### src/hdl/cft_pkg.sv
// package for the composite format tokenizer
// types, character codes, result kinds and queue sizing; no dependencies
`default_nettype none

package cft_pkg;

    localparam int MaxChars = 65536;
    localparam int PosW     = $clog2(MaxChars + 1);
    localparam int CharW    = 16;
    localparam int FieldW   = 16;
    localparam int KindW    = 3;
    localparam int QDepth   = 4;
    localparam int QAw      = $clog2(QDepth);

    localparam logic [CharW-1:0] ChNul    = 16'h0000;
    localparam logic [CharW-1:0] ChSpace  = 16'h0020;
    localparam logic [CharW-1:0] ChZero   = 16'h0030;
    localparam logic [CharW-1:0] ChNine   = 16'h0039;
    localparam logic [CharW-1:0] ChColon  = 16'h003A;
    localparam logic [CharW-1:0] ChLbrace = 16'h007B;
    localparam logic [CharW-1:0] ChRbrace = 16'h007D;

    localparam logic [FieldW+3:0] IndexMax = 20'd65535;

    typedef enum logic [1:0] {
        MODE_TEXT,
        MODE_OPEN,
        MODE_INDEX,
        MODE_FORMAT
    } t_mode;

    typedef enum logic [KindW-1:0] {
        KIND_LITERAL,
        KIND_ARGUMENT,
        KIND_END,
        KIND_INVALID,
        KIND_LIMIT,
        KIND_LONG
    } t_kind;

    typedef struct packed {
        t_kind             kind;
        logic [FieldW-1:0] span_start;
        logic [FieldW-1:0] span_length;
        logic [FieldW-1:0] arg_index;
        logic              last;
    } t_result;

    typedef struct packed {
        logic [1:0] n;
        t_result    item0;
        t_result    item1;
    } t_push;

    function automatic t_result mk_result(
        input t_kind             kind,
        input logic [FieldW-1:0] start,
        input logic [FieldW-1:0] len,
        input logic [FieldW-1:0] idx,
        input logic              last
    );
        t_result r;
        r.kind        = kind;
        r.span_start  = start;
        r.span_length = len;
        r.arg_index   = idx;
        r.last        = last;
        return r;
    endfunction

endpackage

`default_nettype wire

### src/hdl/cft_if.sv
// valid/ready channel interfaces for characters in and result items out
// depends on cft_pkg
`default_nettype none

interface cft_char_if import cft_pkg::*; ();
    logic             valid;
    logic             ready;
    logic [CharW-1:0] character;

    modport source (output valid, output character, input ready);
    modport sink   (input valid, input character, output ready);
endinterface

interface cft_result_if import cft_pkg::*; ();
    logic              valid;
    logic              ready;
    logic [KindW-1:0]  kind;
    logic [FieldW-1:0] span_start;
    logic [FieldW-1:0] span_length;
    logic [FieldW-1:0] arg_index;
    logic              last;

    modport source (output valid, output kind, output span_start, output span_length,
                    output arg_index, output last, input ready);
    modport sink   (input valid, input kind, input span_start, input span_length,
                    input arg_index, input last, output ready);
endinterface

`default_nettype wire

### src/hdl/composite_format_tokenizer_core.sv
// top level of the composite format tokenizer: front parser, result queue, output stage
// depends on cft_pkg, cft_if, cft_front, cft_queue, cft_back
//
// channel    dir  handshake     payload
// i_char     in   valid/ready   character[15:0]
// o_result   out  valid/ready   kind[2:0] span_start span_length arg_index last
//
// one character a cycle while the queue has room; the parse state updates in the cycle it is taken
// a result reaches the output through the queue, then the output register
// a terminator after pending text gives two items, sent one a cycle while the output is ready
// input stalls only while the 4-entry queue holds more than two items
// reset is synchronous, active low, and clears parse state, queue and output valid
`default_nettype none

module composite_format_tokenizer_core
    import cft_pkg::*;
(
    input  wire logic    i_clk,
    input  wire logic    i_rst_n,
    cft_char_if.sink     i_char,
    cft_result_if.source o_result
);

    t_push   w_push;
    logic    w_q_ready;
    logic    w_q_valid;
    t_result w_head;
    logic    w_pop;

    cft_front u_front (
        .i_clk     (i_clk),
        .i_rst_n   (i_rst_n),
        .i_char    (i_char),
        .i_q_ready (w_q_ready),
        .o_push    (w_push)
    );

    cft_queue u_queue (
        .i_clk     (i_clk),
        .i_rst_n   (i_rst_n),
        .i_push    (w_push),
        .o_q_ready (w_q_ready),
        .o_q_valid (w_q_valid),
        .o_head    (w_head),
        .i_pop     (w_pop)
    );

    cft_back u_back (
        .i_clk     (i_clk),
        .i_rst_n   (i_rst_n),
        .i_q_valid (w_q_valid),
        .i_head    (w_head),
        .o_pop     (w_pop),
        .o_result  (o_result)
    );

    a_two_items: assert property (@(posedge i_clk) disable iff (!i_rst_n)
        (w_push.n == 2'd2) |-> (w_push.item0.kind == KIND_LITERAL &&
                                w_push.item1.kind == KIND_END))
        else $error("double push is not literal then end");

    a_push_room: assert property (@(posedge i_clk) disable iff (!i_rst_n)
        (w_push.n != 2'd0) |-> w_q_ready)
        else $error("push into a queue without room");

    a_last_kind: assert property (@(posedge i_clk) disable iff (!i_rst_n)
        o_result.valid |-> (o_result.last ==
            (o_result.kind != KIND_LITERAL && o_result.kind != KIND_ARGUMENT)))
        else $error("last flag does not match item kind");

    a_reset_idle: assert property (@(posedge i_clk)
        !i_rst_n |=> !o_result.valid)
        else $error("output valid after reset");

endmodule

`default_nettype wire

### src/hdl/cft_front.sv
// front part: accepts characters, runs the parse state and pushes up to two results
// depends on cft_pkg and cft_if
`default_nettype none

module cft_front
    import cft_pkg::*;
(
    input  wire logic  i_clk,
    input  wire logic  i_rst_n,
    cft_char_if.sink   i_char,
    input  wire logic  i_q_ready,
    output t_push      o_push
);

    t_mode             r_mode, n_mode;
    logic [PosW-1:0]   r_position, n_position;
    logic [FieldW-1:0] r_lit_start, n_lit_start;
    logic [FieldW-1:0] r_brace_pos, n_brace_pos;
    logic [FieldW-1:0] r_index, n_index;
    logic [FieldW-1:0] r_fmt_start, n_fmt_start;
    logic              r_discarding, n_discarding;

    logic              w_acc;
    logic [CharW-1:0]  w_ch;
    logic [FieldW-1:0] w_pos;
    logic [FieldW-1:0] w_pos_inc;
    logic              w_is_digit;
    logic [3:0]        w_digit;
    logic [FieldW+3:0] w_index_next;
    logic              w_restart;
    logic              w_advance;

    assign i_char.ready = i_q_ready;
    assign w_acc        = i_char.valid && i_q_ready;
    assign w_ch         = i_char.character;
    assign w_pos        = r_position[FieldW-1:0];
    assign w_pos_inc    = w_pos + FieldW'(1);
    assign w_is_digit   = (w_ch >= ChZero) && (w_ch <= ChNine);
    assign w_digit      = w_ch[3:0];
    // index times ten plus digit
    assign w_index_next = {1'b0, r_index, 3'b000} + {3'b000, r_index, 1'b0}
                        + {16'h0000, w_digit};

    always_ff @(posedge i_clk) begin
        if (!i_rst_n) begin
            r_mode       <= MODE_TEXT;
            r_position   <= '0;
            r_lit_start  <= '0;
            r_brace_pos  <= '0;
            r_index      <= '0;
            r_fmt_start  <= '0;
            r_discarding <= 1'b0;
        end else begin
            r_mode       <= n_mode;
            r_position   <= n_position;
            r_lit_start  <= n_lit_start;
            r_brace_pos  <= n_brace_pos;
            r_index      <= n_index;
            r_fmt_start  <= n_fmt_start;
            r_discarding <= n_discarding;
        end
    end

    always_comb begin
        n_mode       = r_mode;
        n_position   = r_position;
        n_lit_start  = r_lit_start;
        n_brace_pos  = r_brace_pos;
        n_index      = r_index;
        n_fmt_start  = r_fmt_start;
        n_discarding = r_discarding;
        o_push.n     = 2'd0;
        o_push.item0 = mk_result(KIND_LITERAL, '0, '0, '0, 1'b0);
        o_push.item1 = mk_result(KIND_END, '0, '0, '0, 1'b1);
        w_restart    = 1'b0;
        w_advance    = 1'b0;

        if (w_acc) begin
            if (r_discarding) begin
                w_restart = (w_ch == ChNul);
            end else if (r_position >= PosW'(MaxChars)) begin
                o_push.n     = 2'd1;
                o_push.item0 = mk_result(KIND_LONG, '0, '0, '0, 1'b1);
                w_restart    = (w_ch == ChNul);
                n_discarding = (w_ch != ChNul);
            end else begin
                w_advance = 1'b1;
                unique case (r_mode)
                    MODE_TEXT: begin
                        if (w_ch == ChLbrace) begin
                            n_brace_pos = w_pos;
                            n_index     = '0;
                            n_mode      = MODE_OPEN;
                        end else if (w_ch == ChNul) begin
                            w_advance = 1'b0;
                            w_restart = 1'b1;
                            if (w_pos > r_lit_start) begin
                                o_push.n     = 2'd2;
                                o_push.item0 = mk_result(KIND_LITERAL, r_lit_start,
                                                         w_pos - r_lit_start, '0, 1'b0);
                                o_push.item1 = mk_result(KIND_END, w_pos, '0, '0, 1'b1);
                            end else begin
                                o_push.n     = 2'd1;
                                o_push.item0 = mk_result(KIND_END, w_pos, '0, '0, 1'b1);
                            end
                        end
                    end
                    MODE_OPEN: begin
                        if (w_is_digit) begin
                            if (r_brace_pos > r_lit_start) begin
                                o_push.n     = 2'd1;
                                o_push.item0 = mk_result(KIND_LITERAL, r_lit_start,
                                                         r_brace_pos - r_lit_start, '0, 1'b0);
                            end
                            n_index = {12'h000, w_digit};
                            n_mode  = MODE_INDEX;
                        end else if (w_ch == ChLbrace) begin
                            o_push.n     = 2'd1;
                            o_push.item0 = mk_result(KIND_LITERAL, r_lit_start,
                                                     w_pos - r_lit_start, '0, 1'b0);
                            n_lit_start  = w_pos_inc;
                            n_mode       = MODE_TEXT;
                        end else if (w_ch != ChSpace) begin
                            w_advance    = 1'b0;
                            o_push.n     = 2'd1;
                            o_push.item0 = mk_result(KIND_INVALID, w_pos, '0, '0, 1'b1);
                            w_restart    = (w_ch == ChNul);
                            n_discarding = (w_ch != ChNul);
                        end
                    end
                    MODE_INDEX: begin
                        if (w_is_digit) begin
                            if (w_index_next > IndexMax) begin
                                w_advance    = 1'b0;
                                o_push.n     = 2'd1;
                                o_push.item0 = mk_result(KIND_LIMIT, w_pos, '0, '0, 1'b1);
                                n_discarding = 1'b1;
                            end else begin
                                n_index = w_index_next[FieldW-1:0];
                            end
                        end else if (w_ch == ChColon) begin
                            n_fmt_start = w_pos_inc;
                            n_mode      = MODE_FORMAT;
                        end else if (w_ch == ChRbrace) begin
                            o_push.n     = 2'd1;
                            o_push.item0 = mk_result(KIND_ARGUMENT, '0, '0, r_index, 1'b0);
                            n_lit_start  = w_pos_inc;
                            n_mode       = MODE_TEXT;
                        end else begin
                            w_advance    = 1'b0;
                            o_push.n     = 2'd1;
                            o_push.item0 = mk_result(KIND_INVALID, w_pos, '0, '0, 1'b1);
                            w_restart    = (w_ch == ChNul);
                            n_discarding = (w_ch != ChNul);
                        end
                    end
                    MODE_FORMAT: begin
                        if (w_ch == ChRbrace) begin
                            o_push.n     = 2'd1;
                            o_push.item0 = mk_result(KIND_ARGUMENT, r_fmt_start,
                                                     w_pos - r_fmt_start, r_index, 1'b0);
                            n_lit_start  = w_pos_inc;
                            n_mode       = MODE_TEXT;
                        end else if (w_ch == ChNul) begin
                            w_advance    = 1'b0;
                            w_restart    = 1'b1;
                            o_push.n     = 2'd1;
                            o_push.item0 = mk_result(KIND_INVALID, w_pos, '0, '0, 1'b1);
                        end
                    end
                    default: begin
                        n_mode = MODE_TEXT;
                    end
                endcase
            end
        end

        if (w_advance) begin
            n_position = r_position + PosW'(1);
        end
        if (w_restart) begin
            n_mode       = MODE_TEXT;
            n_position   = '0;
            n_lit_start  = '0;
            n_brace_pos  = '0;
            n_index      = '0;
            n_fmt_start  = '0;
            n_discarding = 1'b0;
        end
    end

endmodule

`default_nettype wire

### src/hdl/cft_queue.sv
// short result queue between front and back: up to two pushes and one pop a cycle
// depends on cft_pkg
`default_nettype none

module cft_queue
    import cft_pkg::*;
(
    input  wire logic     i_clk,
    input  wire logic     i_rst_n,
    input  wire t_push    i_push,
    output logic          o_q_ready,
    output logic          o_q_valid,
    output t_result       o_head,
    input  wire logic     i_pop
);

    t_result          r_mem [QDepth];
    logic [QAw-1:0]   r_wr_ptr, n_wr_ptr;
    logic [QAw-1:0]   r_rd_ptr, n_rd_ptr;
    logic [QAw:0]     r_count, n_count;
    logic             w_pop;
    logic [QAw-1:0]   w_wr_ptr1;

    assign o_q_ready = r_count <= (QAw+1)'(QDepth - 2);
    assign o_q_valid = r_count != '0;
    assign o_head    = r_mem[r_rd_ptr];
    assign w_pop     = i_pop && o_q_valid;
    assign w_wr_ptr1 = r_wr_ptr + QAw'(1);

    always_comb begin
        n_wr_ptr = r_wr_ptr + QAw'(i_push.n);
        n_rd_ptr = r_rd_ptr + QAw'(w_pop);
        n_count  = r_count + (QAw+1)'(i_push.n) - (QAw+1)'(w_pop);
    end

    always_ff @(posedge i_clk) begin
        if (!i_rst_n) begin
            r_wr_ptr <= '0;
            r_rd_ptr <= '0;
            r_count  <= '0;
        end else begin
            r_wr_ptr <= n_wr_ptr;
            r_rd_ptr <= n_rd_ptr;
            r_count  <= n_count;
        end
    end

    always_ff @(posedge i_clk) begin
        if (i_push.n != 2'd0) begin
            r_mem[r_wr_ptr] <= i_push.item0;
        end
        if (i_push.n == 2'd2) begin
            r_mem[w_wr_ptr1] <= i_push.item1;
        end
    end

endmodule

`default_nettype wire

### src/hdl/cft_back.sv
// back part: output register that drives the result channel from the queue head
// depends on cft_pkg and cft_if
`default_nettype none

module cft_back
    import cft_pkg::*;
(
    input  wire logic     i_clk,
    input  wire logic     i_rst_n,
    input  wire logic     i_q_valid,
    input  wire t_result  i_head,
    output logic          o_pop,
    cft_result_if.source  o_result
);

    logic    r_valid, n_valid;
    t_result r_item;

    assign o_pop = i_q_valid && (!r_valid || o_result.ready);

    always_comb begin
        if (o_pop) begin
            n_valid = 1'b1;
        end else if (o_result.ready) begin
            n_valid = 1'b0;
        end else begin
            n_valid = r_valid;
        end
    end

    always_ff @(posedge i_clk) begin
        if (!i_rst_n) begin
            r_valid <= 1'b0;
        end else begin
            r_valid <= n_valid;
        end
    end

    always_ff @(posedge i_clk) begin
        if (o_pop) begin
            r_item <= i_head;
        end
    end

    assign o_result.valid       = r_valid;
    assign o_result.kind        = r_item.kind;
    assign o_result.span_start  = r_item.span_start;
    assign o_result.span_length = r_item.span_length;
    assign o_result.arg_index   = r_item.arg_index;
    assign o_result.last        = r_item.last;

endmodule

`default_nettype wire
### src/flat_wrapper.sv
// flat-port wrapper written by rule: the top's interface ports become plain ports
module composite_format_tokenizer_core_flat import cft_pkg::*;
  (i_clk, i_rst_n, i_char_valid, i_char_character, i_char_ready, o_result_valid, o_result_kind, o_result_span_start, o_result_span_length, o_result_arg_index, o_result_last, o_result_ready);
  cft_char_if i_char_i ();
  cft_result_if o_result_i ();
  input  wire logic i_clk;
  input  wire logic i_rst_n;
  input wire logic [$bits(i_char_i.valid)-1:0] i_char_valid;
  input wire logic [$bits(i_char_i.character)-1:0] i_char_character;
  output wire logic [$bits(i_char_i.ready)-1:0] i_char_ready;
  output wire logic [$bits(o_result_i.valid)-1:0] o_result_valid;
  output wire logic [$bits(o_result_i.kind)-1:0] o_result_kind;
  output wire logic [$bits(o_result_i.span_start)-1:0] o_result_span_start;
  output wire logic [$bits(o_result_i.span_length)-1:0] o_result_span_length;
  output wire logic [$bits(o_result_i.arg_index)-1:0] o_result_arg_index;
  output wire logic [$bits(o_result_i.last)-1:0] o_result_last;
  input wire logic [$bits(o_result_i.ready)-1:0] o_result_ready;
  assign i_char_i.valid = i_char_valid;
  assign i_char_i.character = i_char_character;
  assign i_char_ready = i_char_i.ready;
  assign o_result_valid = o_result_i.valid;
  assign o_result_kind = o_result_i.kind;
  assign o_result_span_start = o_result_i.span_start;
  assign o_result_span_length = o_result_i.span_length;
  assign o_result_arg_index = o_result_i.arg_index;
  assign o_result_last = o_result_i.last;
  assign o_result_i.ready = o_result_ready;
  composite_format_tokenizer_core u_core (.i_clk(i_clk), .i_rst_n(i_rst_n), .i_char(i_char_i), .o_result(o_result_i));
endmodule
### config.mk
export PLATFORM = sky130hd
export DESIGN_NAME = composite_format_tokenizer_core_flat
export DESIGN_NICKNAME = d
export VERILOG_FILES = /design/src/hdl/cft_pkg.sv /design/src/hdl/cft_if.sv /design/src/hdl/composite_format_tokenizer_core.sv /design/src/hdl/cft_front.sv /design/src/hdl/cft_queue.sv /design/src/hdl/cft_back.sv /design/src/flat_wrapper.sv
export SDC_FILE = /design/constraint.sdc
export NUM_CORES = 1
export LEC_CHECK = 0
export BUFFER_PORTS_ARGS = -buffer_cell sky130_fd_sc_hd__buf_2
export CAP_MARGIN = 20
export CORE_MARGIN = 4
export CORE_UTILIZATION = 25
export CTS_BUF_LIST = sky130_fd_sc_hd__clkbuf_16
export CTS_CLUSTER_DIAMETER = 100
export DETAILED_ROUTE_END_ITERATION = 8
export HOLD_SLACK_MARGIN = 0.15
export MAX_ROUTING_LAYER = met4
export PLACE_DENSITY_LB_ADDON = 0.2
export SLEW_MARGIN = 10
export SYNTH_ARGS = -nofsm -noshare
export SYNTH_HDL_FRONTEND = slang
export SYNTH_SLANG_ARGS = --single-unit
export TNS_END_PERCENT = 10
### constraint.sdc
create_clock -name i_clk -period 12.14 [get_ports i_clk]
set_input_delay 1.214 -clock i_clk [delete_from_list [all_inputs] [get_ports i_clk]]
set_output_delay 1.214 -clock i_clk [all_outputs]
set_load 0.02 [all_outputs]
Word-level counts from Yosys, hierarchy flattened
Memories as Yosys holds them, arrays and structs flattened. A register that Yosys moved wholly into a read port is not among the register bits. Cells that the tools add are included.

Register bits: 92. Bits in writable memories: 208. Input port bits: 20. Output and inout port bits: 54. Logic and storage cells: 153. Memories: 1.

Memory list: u_core.u_queue.r_mem (words 4, width 52, read ports 1, clocked after Yosys merged registers in 1, write ports 2, RTL line cft_queue.sv:17) `t_result r_mem [QDepth];`.

$add $sub $neg: 12. Magnitude comparators: 7. Equal/unequal tests: 17. Muxes and demuxes: 81. Bitwise gates (word level): 4. Reduce and logical (&&, ||, !) cells: 20.

Operators by type and width (count): 106-bit 2-to-1 mux (4); 53-bit 2-to-1 mux (7); 54-bit 2-to-1 mux (4); 54-bit case mux with 4 select lines (1); 16-bit 2-to-1 mux (9); 52-bit 2-to-1 mux (2); 16-bit case mux with 3 select lines (2); 51-bit 2-to-1 mux (1); 49-bit 2-to-1 mux (1); 16-bit subtractor (3); 1-bit 2-to-1 mux (40); 16-bit by 7-bit == test with 1-bit output (second input constant) (2); 16-bit greater-than comparator (2); 19-bit by 17-bit adder with 20-bit output (1); 20-bit by 4-bit adder with 20-bit output (1); 20-bit by 16-bit greater-than comparator with 1-bit output (second input constant) (1); 17-bit by 1-bit adder with 17-bit output (second input constant) (1); 17-bit greater-or-equal comparator (second input constant) (1); 16-bit by 1-bit adder with 16-bit output (second input constant) (1); 16-bit by 6-bit == test with 1-bit output (second input constant) (1); 16-bit by 6-bit greater-or-equal comparator with 1-bit output (second input constant) (1); 16-bit by 6-bit <= comparator with 1-bit output (second input constant) (1); 16-bit logical NOT (1); 16-bit by 6-bit != test with 1-bit output (second input constant) (1); 26 further kinds (52).

Logic depth before layout (Yosys ltp)
Gate-level depths: netlist of the first run.

Depth in word-level cells: 12. Depth in mapped cells: 18. Mapped depth without buffers: 17.

Modules after synthesis
Synthesis of the first run repeated with hierarchy kept, for this count alone.

Cell total of the unflattened synthesis: 1804. Area total of the unflattened synthesis: 21031.4 um2.

By module, submodules not included: cft_queue (instances 1, cells an instance 553, area an instance 10476.3 um2, sequential area each 6386.1 um2); cft_front (instances 1, cells an instance 1195, area an instance 8946.1 um2, sequential area each 1681.6 um2); cft_back (instances 1, cells an instance 56, area an instance 1609.0 um2, sequential area each 1581.5 um2).

Worst setup path before layout of the first run
Ideal clock, no wire load.

Path type: input -> register. Start: input port i_char_character[3]. End: register u_core.u_queue.r_count[2]. Library setup time: 0.115 ns. Arrival time: 5.524 ns. Data required time: 12.025 ns. Setup slack: 6.502 ns. Stages on the path: 17. Path buffers: 0. Path through: inv_1 fa_1 inv_1 fa_1 a211o_1 o211ai_1 a21oi_1 mux2i_1 o31a_1 a311oi_2 o21ai_0 ha_1 inv_1 ha_1 fa_1 xnor2_1 and2_1.

Cells in the longest elaborated chain, start to end: 10.

Ends and longest elaborated chain: from (decl) (RTL line flat_wrapper.sv:9) `input wire logic [$bits(i_char_i.character)-1:0] i_char_character;`; 20-bit by 4-bit adder with 20-bit output / 16-bit by 6-bit != test with 1-bit output (equally long branches) (RTL line cft_front.sv:42, cft_front.sv:123); 20-bit by 16-bit greater-than comparator with 1-bit output / 53-bit 2-to-1 mux (equally long branches) (RTL line cft_front.sv:133, cft_front.sv:123); 53-bit 2-to-1 mux, on equally long branches (RTL line cft_front.sv:133, cft_front.sv:117); 54-bit 2-to-1 mux, on equally long branches (RTL line cft_front.sv:132, cft_front.sv:109); 54-bit case mux with 4 select lines (*) (RTL line cft_front.sv:88) `unique case (r_mode)`; 54-bit 2-to-1 mux (*) (RTL line cft_front.sv:81) `end else if (r_position >= PosW'(MaxChars)) begin`; 106-bit 2-to-1 mux (*) (RTL line cft_front.sv:79) `if (r_discarding) begin`; 106-bit 2-to-1 mux (*) (RTL line cft_front.sv:78) `if (w_acc) begin`; 3-bit by 2-bit adder with 3-bit output (*) (RTL line cft_queue.sv:33) `n_count = r_count + (QAw+1)'(i_push.n) - (QAw+1)'(w_pop);`; 3-bit by 1-bit subtractor with 3-bit output (*) (RTL line cft_queue.sv:33); to (signal assigned) (RTL line cft_queue.sv:44) `r_count <= n_count;`; to (decl) (RTL line cft_queue.sv:20) `logic [QAw:0] r_count, n_count;`.

Mark *: on every way between the ends. The rest lies on a longest branch, timed or not. A chain may end at the register's enable or synchronous reset.

==> impl_metrics.yaml, run 1 <==
timing:
  worstMarginPinSlew_ns: 1.11
  tns_ns: 0
  fin_crit_ns: 6.03
  fin_crit_sh_pct: 49.7
  fmax_mhz: 166
  rsz0062_at_grt: "no"
  skew_ns: 0.0157
  finalSetupViolations: 0
  max_slew_margin_pct: 25.8
  hold_viol: 0
  final_max_slew_viol_count: 0
drt:
  remaining_drc_errors: 0
  drt-wirelength-per-cell_um: 21.1
  via_per_inst: 5.22
  top_layer_used: "met4"
  dr_wl_met2_um: 28300
  ant_nets: 0
  dr.pass1.iters: 5
  drtIter0Drc: 1149
  totalWireLength_um: 63200
  drt-met1-wl_um: 29300
  routed-wl-met3_um: 3860
  detailroute.via_count: 15630
synth:
  synthArstFlopShare_pct: 0
  synthFlopType: "dfxtp_1"
  synth_edf_count: 116
  postSynthAreaPerCell_um2: 9.58
  ys_seq_area_share_pct: 43.2
  ys_ff_latch: 352
  syn-num-nets: 2098
  yosysTopAreaCellShare_pct: 24.9
  synth_area_leaders: "dfxtp_1, edfxtp_1, mux4_2, ha_1, nand3_1"
  synth_cell_types: 82
  synth_warnings: 0
  synth_top_area_cell: "dfxtp_1"
  synth_cells: 1982
  syn_area_um2: 19000
pwr:
  p_int_uw: 2240
  power.switching_uw: 959
  power_uw: 3200
  vdd.ir_drop.worst_mv: 0.0915
  power_density_nw_per_um2: 148
  pwr-share-seq_pct: 43.4
  clkPwrFrac_pct: 38.8
  leakagePower_uw: 0.00768
  netSwitchingFraction_pct: 30.0
  p_comb_share_pct: 17.8
place:
  gpl.final_weighted_congestion: 0.859
  hpwl_um: 42300
  io_buffer_count: 73
finish:
  syn_to_final_growth_pct: 13.7
  final_cell_mix: "dfxtp_1, nand2_1, nand3_1"
  num-nets-final: 2105
  layout-drive-gt1-share_pct: 13.0
  final_common_cell: "dfxtp_1"
  post-route-util_pct: 28.8
  fill_cells: 7859
worst_setup_path:
  path_max_fanout: 51
  worstReg2RegEnd: "u_core.u_queue.r_mem[1][38]$_DFFE_PP_"
  rr_worst_depth: 13
  r2r-start: "u_core.u_front.r_position[0]$_SDFFE_PP0P_"
  crit_type: "reg -> reg"
  crit_required_ns: 12.20
  end_kind: "flip-flop"
  cp.arrival_ns: 6.09
  startpoint_type: "flip-flop"
  ff2ff_setup_slack_ns: 6.11
floorplan:
  fp-row-count: 100
  die-area_um2: 80400
  coreArea_um2: 74800
  die_h_um: 284
  start_util_pct: 25.4
  die_w_um: 284
  ios: 74
global_route:
  grt_max_degree: 84
  first_global_vias: 15417
  track_usage_pct: 15.6
  grt_pass1_wl_um: 95900
  antenna_found_initial: 2
  grt_overflow: 0
cts:
  clk-insertion-delay-late_ns: 0.58
  cts_max_path_buffers: 3
  cts-root-buf: "clkbuf_16"
  path_clk_slew_ns: 0.06
  post_cts_buffers: 0
  holdBufCountCts: 0
  cts.sinks: 352
  cts_tree: "done"
  cts-buffers-inserted: 42
  cts_max_level: 2
  ctsResizeCount: 0
min_path:
  worst_hold_startpoint: "u_core.u_queue.r_mem[0][26]$_SDFFE_PP0N_"
  hp-class: "reg -> reg"
  hold_depth: 2
  hold_path_end: "u_core.u_queue.r_mem[0][26]$_SDFFE_PP0N_"
status:
  status: "finished clean"
run:
  drv_cap: 0
## worst max-delay path, stage by stage, from the launching register on
cell and delay [ns]:
dfxtp_1 0.43, inv_1 0.23, ha_1 0.21, inv_1 0.07, fa_1 0.47, a21oi_1 0.26
o21bai_1 0.13, a31oi_1 0.44, and3_1 0.78, nor2_1 0.31, and3_1 0.56, nand2_2 0.14
buf_4 0.63, nand2_1 0.83
## cell usage after synthesis, types with 7 or more instances
cell type / count
a211o_1: 8
a211oi_1: 24
a21o_1: 40
a21oi_1: 88
a221oi_1: 20
a22oi_1: 8
a31oi_1: 12
and2_1: 22
and3_1: 22
buf_1: 12
buf_2: 11
buf_4: 14
clkbuf_1: 98
dfxtp_1: 236
edfxtp_1: 116
ha_1: 90
inv_1: 60
mux2_2: 12
mux2i_1: 26
mux4_2: 52
nand2_1: 191
nand3_1: 151
nor2_1: 96
nor3_1: 25
o211ai_1: 9
o21a_1: 18
o21ai_0: 129
o21ai_1: 109
o22ai_1: 60
o31ai_1: 7
or2_2: 7
or3_1: 14
or4_1: 11
xnor2_1: 40
xor2_1: 24
## flip-flops by register name, summed over array words and instances, names as in the netlist, 2 cells and up
name                                count
u_core.u_queue.r_rd_ptr                 2
u_core.u_front.r_position              17
u_core.u_back.o_result.kind             3
u_core.u_front.r_mode                   2
u_core.u_queue.r_count                  3
u_core.u_front.r_brace_pos             16
u_core.u_back.o_result.span_length     16
u_core.u_front.r_lit_start             16
u_core.u_back.o_result.span_start      16
u_core.u_queue.r_mem                  208
u_core.u_back.o_result.arg_index       16
u_core.u_queue.r_wr_ptr                 2
u_core.u_front.r_index                 16
u_core.u_front.r_fmt_start             16
## cells by family (layout without fill, tap and decap cells)
family                     Yosys count  in the layout  synth area share [%]
AOI/OAI and AO/OA                  594            594                  19.8
xor gates and xnor gates            64             64                  2.95
adders and majority gates           96             96                  6.56
buffers and inverters              203            244                  4.61
DFF                                352            352                  43.2
muxes                               92             92                  8.37
other                                0              4                     0
and+or+nand+nor                    581            581                  14.5
## stage by stage
stage	hold slack [ns]	worst slack (ns)	cells	instance area (um^2)
2_1_floorplan	0.436	6.50	1982	19000
3_3_place_gp	0.444	5.99	2914	20200
3_5_place_dp	0.450	5.93	2914	20200
4_1_cts	0.460	6.23	2992	21600
5_1_grt	0.468	5.88	2994	21600
6_report	0.456	6.11	2996	21600
## worst max-delay path by stage
| stage | from | end | slack (ns) | depth (start not counted) |
|---|---|---|---|---|
| 6_report | u_core.u_front.r_position[0]$_SDFFE_PP0P_ | u_core.u_queue.r_mem[1][38]$_DFFE_PP_ | 6.11 | 13 |
| 2_1_floorplan | i_char_character[3] | u_core.u_queue.r_count[2]$_SDFF_PN0_ | 6.50 | 17 |
| 4_1_cts | u_core.u_front.r_position[0]$_SDFFE_PP0P_ | u_core.u_queue.r_mem[1][38]$_DFFE_PP_ | 6.23 | 13 |
| 3_5_place_dp | i_char_character[3] | u_core.u_queue.r_count[2]$_SDFF_PN0_ | 5.93 | 18 |
| 5_1_grt | u_core.u_front.r_position[0]$_SDFFE_PP0P_ | u_core.u_queue.r_mem[1][42]$_DFFE_PP_ | 5.88 | 13 |
| 3_3_place_gp | i_char_character[3] | u_core.u_queue.r_count[2]$_SDFF_PN0_ | 5.99 | 18 |
## metal layers
metal | up-vias | global-route usage [%]
met1 | 7680 | 20.9
met5 | - | -
li1 | 7396 | -
met3 | 104 | 3.33
met2 | 450 | 23.9
met4 | 0 | 4.42
## layout make-up
cell class	count	area (um^2)	area share (%)
multi-input combinational	1427	9960	46.1
sequential	352	8210	38.1
tap	969	1210	5.62
clock buffer	42	1050	4.87
timing repair buffer	106	613	2.84
clock inverter	36	297	1.37
inverter	60	225	1.04
antenna	4	10.0	0.0464
## power groups by stage
| stage | Clock [uW] | Combinational, uW | Sequential [uW] |
|---|---|---|---|
| 2_1_floorplan | 0 | 266 | 1510 |
| 3_3_place_gp | 0 | 582 | 1420 |
| 3_5_place_dp | 0 | 584 | 1420 |
| 4_1_cts | 1270 | 585 | 1390 |
| 5_1_grt | 1320 | 612 | 1400 |
| 6_report | 1240 | 569 | 1390 |
(Power assumes the default switching activity.)
==> inputs of run 2 (changes only) <==
clock period = 6.1 ns   (was 12.14 ns; I/O delays follow)
==> impl_metrics.yaml, run 2 (synthesis gave the netlist of run 1 again) <==
finish:
  layout-drive-gt1-share_pct: 13.3
  reg.largest.list: "u_core.u_queue.r_mem (208), u_core.u_front.r_position (17)"
  top_register: "u_core.u_queue.r_mem"
  final_cell_mix: "dfxtp_1, nand2_1, nand3_1"
  final_common_cell: "dfxtp_1"
  largest_reg_flops: 208
  syn_to_final_growth_pct: 14.3
  post-route-util_pct: 29.0
  num-nets-final: 2115
drt:
  via_per_inst: 5.15
  drtIter0Drc: 1227
  remaining_drc_errors: 0
  detailroute.via_count: 15471
  dr.pass1.iters: 6
  drt-wirelength-per-cell_um: 20.4
  ant_nets: 0
  totalWireLength_um: 61500
cts:
  cts-root-buf: "clkbuf_16"
  holdBufCountCts: 0
  cts_max_level: 2
  path_clk_slew_ns: 0.06
  post_cts_buffers: 0
  cts_max_path_buffers: 3
  ctsResizeCount: 0
  cts.sinks: 352
  cts_tree: "done"
  cts-buffers-inserted: 41
  clk-insertion-delay-late_ns: 0.58
global_route:
  grt_overflow: 0
  antenna_found_initial: 5
  grt_max_degree: 85
  grt_pass1_wl_um: 95300
  first_global_vias: 15283
  track_usage_pct: 15.4
worst_setup_path:
  slowest_stage: "fa_1"
  crit_required_ns: 6.57
  cp.arrival_ns: 5.17
  max_stage_delay_ns: 0.51
  crit_path_cell_trace: "inv_1 -> fa_1 -> inv_1 -> fa_1 -> a211o_1 -> o211ai_1 -> a21oi_1 -> mux2i_1 -> o31a_1 -> a311oi_2 -> buf_4 -> o21ai_0 -> ha_1 -> inv_1 -> ha_1 -> fa_1 -> xnor2_1 -> and2_1"
  end_kind: "flip-flop"
  startpoint_type: "flip-flop"
  path_max_fanout: 7
  crit_type: "reg -> reg"
pwr:
  leakagePower_uw: 0.00773
  power_uw: 6320
  vdd.ir_drop.worst_mv: 0.173
  power_density_nw_per_um2: 291
floorplan:
  ios: 74
  coreArea_um2: 74800
  die_h_um: 284
  fp-row-count: 100
  start_util_pct: 25.4
  die-area_um2: 80400
  die_w_um: 284
timing:
  skew_ns: 0.0205
  rsz0062_at_grt: "no"
  hold_viol: 0
  final_max_slew_viol_count: 0
  finalSetupViolations: 0
  worstMarginPinSlew_ns: 1.07
  fin_crit_ns: 4.70
  max_slew_margin_pct: 28.9
  tns_ns: 0
  fmax_mhz: 213
  fin_crit_sh_pct: 77.1
place:
  hpwl_um: 41800
  gpl.final_weighted_congestion: 0.879
  io_buffer_count: 73
status:
  status: "finished clean"
min_path:
  hp-class: "in -> reg"
run:
  drv_cap: 0
[run 2: cell count changes in the layout (fill, tap and decap cells not counted), sizes merged]
cell	before	now
inv	74	67
clkinv	17	22
clkbuf	42	41
diode	4	5
bufinv	3	4
buf	106	117
[run 2: worst paths after layout]
path / from / endpoint / slack [ns] / cells after the start
worst max-delay path: u_core.u_front.r_index[0]$_SDFFE_PP0P_ / u_core.u_queue.r_count[2]$_SDFF_PN0_ / 1.40 / 18
worst min-delay path: o_result_ready / u_core.u_back.o_result.valid$_SDFFE_PN0P_ / 0.34 / 4
worst max register to register: u_core.u_front.r_index[0]$_SDFFE_PP0P_ / u_core.u_queue.r_count[2]$_SDFF_PN0_ / 1.40 / 18
worst min register to register: u_core.u_queue.r_mem[1][23]$_SDFFE_PP0N_ / u_core.u_queue.r_mem[1][23]$_SDFFE_PP0N_ / 0.46 / 2
[run 2: per-stage QoR]
| stage | instances | setup slack [ns] | hold WS, ns | instance area (um^2) |
|---|---|---|---|---|
| final | 3006 | 1.40 | 0.345 | 21700 |
| after global routing | 3005 | 1.11 | 0.357 | 21700 |
| after CTS | 3001 | 1.36 | 0.308 | 21700 |
| after detailed placement | 2925 | 0.976 | 0.449 | 20300 |
| after global placement | 2925 | 1.01 | 0.445 | 20300 |
| after floorplan | 1982 | 1.07 | 0.436 | 19000 |
[run 2: critical path: cells and delay by family (launching register included)]
family / cells / cell delay [ns]
AOI/OAI and AO/OA: 6 / 1.43
xor gates and xnor gates: 1 / 0.14
adders and majority gates: 5 / 1.90
buffers and inverters: 4 / 0.42
DFF: 1 / 0.40
muxes: 1 / 0.15
and+or+nand+nor: 1 / 0.15
[run 2: layout make-up]
type                       instances  area, um^2
fill                            7842       53100
multi-input combinational       1427        9960
sequential                       352        8210
tap                              969        1210
clock buffer                      41        1030
timing repair buffer             117         733
clock inverter                    35         315
inverter                          60         225
antenna                            5        12.5
[run 2: power breakdown]
group | internal [uW] | leakage [uW] | switching [uW]
registers | 2670 | 0.00303 | 74.7
logic | 378 | 0.00403 | 745
clock network | 1410 | 0.000670 | 1050
total | 4460 | 0.00773 | 1870
[run 2: routing by layer]
metal / vias to the layer above / global-route usage [%] / part of all wire, % / routed length [um]
li1: 7400 / - / - / -
met1: 7612 / 20.8 / 47 / 28800
met2: 376 / 23.6 / 45 / 27600
met3: 83 / 2.85 / 5.8 / 3560
met4: 0 / 4.50 / 2.5 / 1540
met5: - / - / 0 / 0
==> inputs of run 3 (changes only) <==
clock period = 4.1 ns   (was 6.1 ns; I/O delays follow)
==> impl_metrics.yaml, run 3 (synthesis gave the netlist of run 1 again) <==
status:
  status: "finished clean"
finish:
  num-nets-final: 2196
  top_register: "u_core.u_queue.r_mem"
  antenna_cells: 0
  final_common_cell: "dfxtp_1"
  fin_area_um2: 22600
  reg.largest.list: "u_core.u_queue.r_mem (208), u_core.u_front.r_position (17)"
  largest_reg_flops: 208
  layout-drive-gt1-share_pct: 17.0
  post-route-util_pct: 30.2
  syn_to_final_growth_pct: 19.0
  final_cell_mix: "dfxtp_1, nand2_1, nand3_1"
worst_setup_path:
  crit_end: "u_core.u_queue.r_mem[3][31]$_SDFFE_PP0N_"
  worstReg2RegEnd: "u_core.u_queue.r_mem[3][31]$_SDFFE_PP0N_"
  path_max_fanout: 6
  startpoint_type: "flip-flop"
  crit_required_ns: 4.59
  cp-startpoint: "u_core.u_front.r_position[0]$_SDFFE_PP0P_"
  end_kind: "flip-flop"
  rr_worst_depth: 13
  cp.arrival_ns: 4.41
  r2r-start: "u_core.u_front.r_position[0]$_SDFFE_PP0P_"
  crit_type: "reg -> reg"
  ff2ff_setup_slack_ns: 0.18
place:
  gpl.final_weighted_congestion: 0.867
  io_buffer_count: 73
  place_area_um2: 21100
  hpwl_um: 43900
drt:
  via_per_inst: 5.13
  detailroute.via_count: 15802
  drtIter0Drc: 1204
  remaining_drc_errors: 0
  dr.pass1.iters: 7
  totalWireLength_um: 63200
  ant_nets: 0
  drt-wirelength-per-cell_um: 20.5
timing:
  fmax_mhz: 255
  hold_slack_ns: 0.257
  hold_viol: 0
  rsz0062_at_grt: "no"
  max_slew_margin_pct: 34.1
  tns_ns: 0
  fin_crit_sh_pct: 95.6
  final_max_slew_viol_count: 0
  finalSetupViolations: 0
  skew_ns: 0.0193
  worstMarginPinSlew_ns: 0.989
  fin_crit_ns: 3.92
min_path:
  hp-class: "in -> reg"
cts:
  cts_tree: "done"
  cts-root-buf: "clkbuf_16"
  clk-insertion-delay-late_ns: 0.57
  cts-buffers-inserted: 42
  post_cts_buffers: 0
  cts_max_path_buffers: 3
  cts_max_level: 2
  path_clk_slew_ns: 0.06
  cts.sinks: 352
global_route:
  antenna_found_initial: 0
  first_global_vias: 15627
  grt_pass1_wl_um: 96800
  grt_max_degree: 54
  track_usage_pct: 15.7
  grt_overflow: 0
floorplan:
  fp-row-count: 100
  ios: 74
  die_w_um: 284
  start_util_pct: 25.4
  die_h_um: 284
  coreArea_um2: 74800
  die-area_um2: 80400
pwr:
  leakagePower_uw: 0.00823
  power_density_nw_per_um2: 433
  vdd.ir_drop.worst_mv: 0.295
  power_uw: 9770
run:
  drv_cap: 0
run 3: changes by cell type in the layout (fill, tap and decap cells not counted), moves of 3 or more:
cell	change
buf_4	+65
buf_12	+12
inv_1	-6
diode_2	-5
bufinv_16	+3
inv_6	+3
run 3: area by class of cell:
cell class                      instances  area, um^2
Clock buffer                           43        1080
Clock inverter                         35         357
Fill cell                            7777       52200
Inverter                               60         230
Multi-Input combinational cell       1427        9980
Sequential cell                       352        8220
Tap cell                              969        1210
Timing Repair Buffer                  197        1510
run 3: how the worst min path moves through the flow:
stage                                                    start                                    endpoint  slack, ns  depth (start not counted)
finish                                                 i_rst_n       u_core.u_queue.r_rd_ptr[1]$_SDFF_PN0_       0.26                          2
global route                                           i_rst_n       u_core.u_queue.r_rd_ptr[1]$_SDFF_PN0_       0.23                          2
CTS                                                    i_rst_n       u_core.u_queue.r_rd_ptr[0]$_SDFF_PN0_       0.23                          2
detailed placement  u_core.u_front.r_brace_pos[0]$_SDFFE_PP0P_  u_core.u_front.r_brace_pos[0]$_SDFFE_PP0P_       0.45                          2
global placement      u_core.u_queue.r_mem[2][31]$_SDFFE_PP0P_    u_core.u_queue.r_mem[2][31]$_SDFFE_PP0P_       0.44                          2
floorplan              u_core.u_queue.r_mem[1][1]$_SDFFE_PP0N_     u_core.u_queue.r_mem[1][1]$_SDFFE_PP0N_       0.44                          2
run 3: worst max-delay path, cell delays in order, from the launching register on:
cell	delay, ns
dfxtp_1	0.31
inv_1	0.17
ha_1	0.24
inv_1	0.07
fa_1	0.47
a211oi_1	0.26
o21bai_1	0.21
a2111o_1	0.47
a311oi_2	0.34
o31ai_1	0.15
xor2_1	0.28
a221oi_1	0.15
or3_1	0.55
o21ai_1	0.17
run 3: repair_timing:
item,in CTS,in global routing
hold buffers,2,0
gates resized for setup,0,1
endpoints found under the setup margin,0,4
endpoints found under the hold margin,2,0
run 3: per-layer routing:
metal	GRT usage [%]	up-vias	part of all wire, %
li1	-	7560	-
met1	21.0	7753	47
met2	25.3	409	46
met3	2.17	80	5.1
met4	3.49	0	1.9
met5	-	-	0
run 3: power breakdown:
| part | switching (uW) | internal (uW) |
|---|---|---|
| sequential | 167 | 3970 |
| combinational | 1100 | 618 |
| clock | 1560 | 2350 |
run 3: per-stage QoR:
step | worst slack [ns] | cells
finish | 0.181 | 3083
global route | 0.000878 | 3083
CTS | 0.151 | 3082
detailed placement | -0.0191 | 3002
global placement | -0.0122 | 3002
floorplan | -0.118 | 1982
